<file path="src/sv/fsd_pkg.sv">
// Shared constants, codes and types of the per-source flood detector.
`default_nettype none
package fsd_pkg;

  localparam int TABLE_DEPTH = 256;
  localparam int IDX_W       = $clog2(TABLE_DEPTH);
  localparam int USED_W      = $clog2(TABLE_DEPTH + 1);

  localparam int ADDR_W  = 48;
  localparam int TIME_W  = 32;
  localparam int COUNT_W = 16;
  localparam int WIN_W   = 16;
  localparam int SLOT_W  = 8;
  localparam int STAT_W  = 2;
  localparam int ENTRY_W = TIME_W + COUNT_W;

  localparam int IN_DATA_W  = 80;
  localparam int OUT_DATA_W = 32;
  localparam int CFG_IDX_W  = 1;
  localparam int CFG_DATA_W = 16;

  localparam logic [COUNT_W-1:0] THRESHOLD_RESET = COUNT_W'(50);
  localparam logic [WIN_W-1:0]   WINDOW_RESET    = WIN_W'(1);

  typedef enum logic [CFG_IDX_W-1:0] {
    REG_COUNT_THRESHOLD = 1'b0,
    REG_WINDOW_SECONDS  = 1'b1
  } cfg_reg_t;

  typedef enum logic [STAT_W-1:0] {
    STATUS_NONE   = 2'd0,
    STATUS_ATTACK = 2'd1,
    STATUS_FULL   = 2'd2
  } status_t;

  typedef enum logic [1:0] {
    ST_IDLE,
    ST_SEARCH,
    ST_UPDATE
  } state_t;

  // Result of the per-entry update rule.
  typedef struct packed {
    status_t             status;
    logic                write;
    logic [COUNT_W-1:0]  count;
    logic [TIME_W-1:0]   start;
  } upd_t;

endpackage
`default_nettype wire

</file>
<file path="src/sv/fsd_update.sv">
// Count and window rule applied to one table entry after a lookup.
`default_nettype none
module fsd_update (
  input  wire logic                          hit,
  input  wire logic                          full,
  input  wire logic [fsd_pkg::COUNT_W-1:0]   stored_count,
  input  wire logic [fsd_pkg::TIME_W-1:0]    stored_start,
  input  wire logic [fsd_pkg::TIME_W-1:0]    now_seconds,
  input  wire logic [fsd_pkg::COUNT_W-1:0]   count_threshold,
  input  wire logic [fsd_pkg::WIN_W-1:0]     window_seconds,
  output fsd_pkg::upd_t                      upd
);

  logic [fsd_pkg::COUNT_W-1:0] count_inc;
  logic [fsd_pkg::TIME_W-1:0]  start_cur;
  logic [fsd_pkg::TIME_W-1:0]  elapsed;
  logic                        in_window;

  always_comb begin
    if (hit) begin
      count_inc = (stored_count == '1) ? stored_count
                                       : stored_count + fsd_pkg::COUNT_W'(1);
      start_cur = stored_start;
    end else begin
      count_inc = fsd_pkg::COUNT_W'(1);
      start_cur = now_seconds;
    end
    // Elapsed time wraps modulo 2^32 like the time source itself.
    elapsed   = now_seconds - start_cur;
    in_window = elapsed <= fsd_pkg::TIME_W'(window_seconds);

    upd.status = fsd_pkg::STATUS_NONE;
    upd.write  = 1'b1;
    upd.count  = count_inc;
    upd.start  = start_cur;
    if (full) begin
      upd.status = fsd_pkg::STATUS_FULL;
      upd.write  = 1'b0;
      upd.count  = '0;
    end else if (count_inc >= count_threshold && in_window) begin
      upd.status = fsd_pkg::STATUS_ATTACK;
      upd.count  = '0;
      upd.start  = now_seconds;
    end else if (!in_window) begin
      upd.count  = fsd_pkg::COUNT_W'(1);
      upd.start  = now_seconds;
    end
  end

endmodule
`default_nettype wire

</file>
<file path="config.mk">
export PLATFORM = sky130hd
export DESIGN_NAME = fsd_update
export DESIGN_NICKNAME = d
export VERILOG_FILES = /design/src/sv/fsd_pkg.sv /design/src/sv/fsd_update.sv
export SDC_FILE = /design/constraint.sdc
export NUM_CORES = 1
export LEC_CHECK = 0
export BUFFER_PORTS_ARGS = -buffer_cell sky130_fd_sc_hd__buf_2
export CORE_ASPECT_RATIO = 2
export CORE_MARGIN = 1.5
export CORE_UTILIZATION = 55
export DETAILED_ROUTE_END_ITERATION = 10
export PLACE_DENSITY = 0.86
export SYNTH_ARGS = -nofsm -noshare
export SYNTH_HDL_FRONTEND = slang
export SYNTH_SLANG_ARGS = --single-unit
export TNS_END_PERCENT = 30
</file>
<file path="constraint.sdc">
create_clock -name vclk -period 11.4
set_clock_uncertainty 0.1 [all_clocks]
set_input_delay 2.28 -clock vclk [all_inputs]
set_output_delay 2.28 -clock vclk [all_outputs]
set_load 0.05 [all_outputs]
</file>
=== Word-level counts from Yosys, hierarchy flattened ===
Cells that the tools add are included.

* Bits in registers: 0
* Input port bits: 114
* Output and inout port bits: 51

* Add/sub/neg operators: 2
* Magnitude comparators: 2
* Eq/ne operators: 1
* Multiplexer cells: 10
* Reduce and logical (&&, ||, !) cells: 1

{| class="wikitable"
|+ Operators with widths
! kind !! number
|-
| $mux 48 || 2
|-
| $mux 32 || 2
|-
| $mux 16 || 3
|-
| $le 32x16->1 || 1
|-
| $sub 32x32->32 || 1
|-
| $add 16x1->16 const B || 1
|-
| $eq 16x16->1 const B || 1
|-
| $ge 16x16->1 || 1
|-
| $mux 1 || 2
|-
| $mux 2 || 1
|-
| $logic_and 1x1->1 || 1
|}

=== Logic depth before layout (Yosys ltp) ===
* Word-level depth: 7
* Mapped depth: 26
* Gate-level depth less buffers: 21

=== Worst setup path before layout ===
Ideal clock, no wire load.

* Path type: input port to output port
* Start: input hit
* End: output upd[31] (netlist name)
* Arrival time: 8.280 ns
* Required time: 9.020 ns
* Path slack: 0.740 ns
* Stages on the path: 21
* Path buffers: 4
* Path through: clkbuf_1 buf_1 o21ai_0 ha_1 fa_1 nor2b_4 o2111ai_2 a2111oi_1 nor2_1 xnor2_1 ha_1 nand4_1 nor4_1 or3_1 o221a_2 nand4_1 or4_1 buf_2 or2_1 buf_6 o311ai_1

{| class="wikitable"
|+ RTL lines
! item !! RTL line !! RTL
|-
| start, declared || fsd_update.sv:4 || <nowiki>input wire logic hit,</nowiki>
|-
| end, declared || fsd_update.sv:11 || <nowiki>output fsd_pkg::upd_t upd</nowiki>
|}

==> impl_metrics.yaml <==
run_status:
  run_status: "complete, no violations"
detailed_routing:
  wl_met3_mm: 1.098
  drcViolationCount: 0
  top_layer_used: "met4"
  firstDrtPassIters: 6
  num_vias: 6415
  vias_per_cell: 6.803
  ant_nets: 0
  wl_mm: 18.34
  drtIter0Drc: 423
  wl_met1_mm: 6.219
  wl_met2_mm: 9.549
  wl_per_cell_um: 19.45
global_routing:
  grt_pass1_vias: 6361
  grt_pass1_wl_mm: 29.38
  grt_usage: 0.3580
  antenna_found_initial: 1
  grt_overflow: 0
  grt_max_degree: 49
timing:
  min_period_ps: 10620
  rsz0062_at_grt: "false"
  max_freq_ghz: 0.09414
  worst_pin_slew_ps: 1191
  slew_headroom: 0.2029
  hold_violations: 0
  tns_ps: 0
  post-route-period-util: 0.9318
  setup_violations: 0
  slew_viol_final: 0
power_and_ir_drop:
  power_frac_clock: 0
  sequentialPowerShare: 0
  sw_frac_of_total: 0.6371
  ir_drop_mv: 0.03692
  power_mw: 0.3779
  p_int_mw: 0.1371
  comb_power_share: 1.000
  p_leak_nw: 2.869
  power.switching_mw: 0.2407
  power.density_mw_per_mm2: 65.24
clock_tree:
  cts_hold_buffers: 0
  post-cts-setup-buffers: 0
  cts_resized: 0
setup_path:
  cp.required_ps: 9020
  cp.arrival_ps: 8240
  start_kind: "input port"
  worstPathCellList: "buf_2, o21ai_0, ha_1, fa_1, nor2b_4, o2111ai_2, a2111oi_1, nor2_1, xnor2_1, ha_1, nand4_1, nor4_1, or3_1, o221a_2, nand4_1, or4_1, or2_1, buf_4, o311ai_1, buf_2"
  path_delay_family: "simple AND/OR/NAND/NOR gates"
  max_stage_delay_ps: 650
  crit_slowest_cell: "a2111oi_1"
  path_class: "input port to output pin"
  cp.buffers_inverters: 3
  end_kind: "output pin"
  cp_max_fo: 20
synth:
  yosysTopAreaCellShare: 0.1621
  avgSynthCellArea_um2: 6.990
  ys_seq_area_frac: 0
  synth_warnings: 0
  synth_top_cell_by_area: "ha_1"
  synth_area_mm2: 0.005019
  synth_nets: 898
  syn_inst: 718
  ys_types: 77
  synth_area_leaders: "ha_1 (16%), mux2i_1 (6.4%), a211o_1 (5.8%)"
cells_and_area:
  nets: 1022
  seq_area_um2: 0
  seq_cells: 0
  syn_to_final_growth_pct: 15.41
  layout_commonest_cell: "buf_2"
  clkbuf_count: 0
  drive_above_1_share: 0.2262
  mostFrequentLayoutCells: "buf_2 (165), ha_1 (65), a21oi_1 (46)"
floorplan:
  die-width_um: 70.55
  coreArea_mm2: 0.008951
  fp.dieH_um: 138.1
  ioPinCount: 165
  fp-row-count: 49
  dieArea_mm2: 0.009742
  initial_utilization: 0.5607
placement:
  io_buffers: 165
  place.gp.congestion: 1.048
  dp.final_hpwl_mm: 14.68
min_path:
  hold_path.class: "input port to output pin"
run:
  max_cap_viol_count: 0
path summary, 6_finish.rpt:
path	startpoint	end	slack [ps]	depth (start not counted)
worst min-delay path	stored_start[31]	upd[31]	4940	4
worst max-delay path	hit	upd[31]	780	20
layer usage:
metal | track usage | vias up
met1 | 0.3605 | 2946
li1 | - | 3010
met4 | 0.2105 | 0
met5 | 0 | -
met3 | 0.02478 | 111
met2 | 0.6897 | 348
power by group through the flow:
stage / Clock (mW) / Combinational [mW] / Sequential [mW]
5_1_grt: 0.0000000117 / 0.408 / 0
3_3_place_gp: 0 / 0.361 / 0
3_5_place_dp: 0 / 0.368 / 0
4_1_cts: 0 / 0.369 / 0
6_report: 0.0000000117 / 0.378 / 0
2_1_floorplan: 0 / 0.273 / 0
cells by family (layout without fill, tap and decap cells):
family / Yosys count / after routing / synth area share
adder cells (fa/ha/maj): 66 / 66 / 0.1660
AND/OR/NAND/NOR: 272 / 272 / 0.3092
other: 0 / 1 / 0
multiplexers: 34 / 34 / 0.06831
XOR/XNOR: 22 / 22 / 0.03839
AO/OA/AOI/OAI: 230 / 230 / 0.3361
buffers and inverters: 94 / 216 / 0.08202
per-stage QoR:
| stage | instance area [um^2] | instances | utilization | worst slack, ps | hold WS (ps) |
|---|---|---|---|---|---|
| 2_1_floorplan | 5019 | 718 | - | 739.6 | 4627 |
| 3_3_place_gp | 5789 | 942 | 0.6468 | 999.1 | 4932 |
| 3_5_place_dp | 5789 | 942 | 0.6468 | 832.4 | 4935 |
| 4_1_cts | 5789 | 942 | 0.6468 | 835.3 | 4936 |
| 5_1_grt | 5792 | 943 | 0.6471 | 400.5 | 4977 |
| 6_report | 5792 | 943 | 0.6471 | 777.2 | 4936 |
final cells by class:
class	instances	area, um^2
Antenna cell	1	2.502
Fill cell	868	3159
Inverter	44	165.2
Multi-Input combinational cell	624	4618
Tap cell	102	127.6
Timing Repair Buffer	172	878.3
synthesized netlist by cell type, types with 3 or more instances:
cell type   n
ha_1       65
a21oi_1    46
nand2_1    45
inv_1      44
nor2_1     44
nor4_1     36
a211o_1    33
nor2b_1    33
clkbuf_1   32
mux2i_1    32
o2bb2ai_1  31
o21ai_0    27
nand3_1    22
nand4_1    20
and4b_1    17
xnor2_1    16
a21o_1     15
nor3_1     11
or3_1       9
a21boi_0    8
o31ai_1     8
and2_1      7
buf_2       7
o21a_1      7
o21ai_1     7
buf_6       6
nand2b_1    6
o211ai_1    6
xor2_1      6
a211oi_1    4
and3_1      4
and4_1      3
buf_1       3
o21bai_1    3
worst min-delay path: stages:
cell and delay [ps]:
buf_2 110, nand2_1 70, o311ai_1 80, buf_2 210
Power figures use the tool's default switching activity.
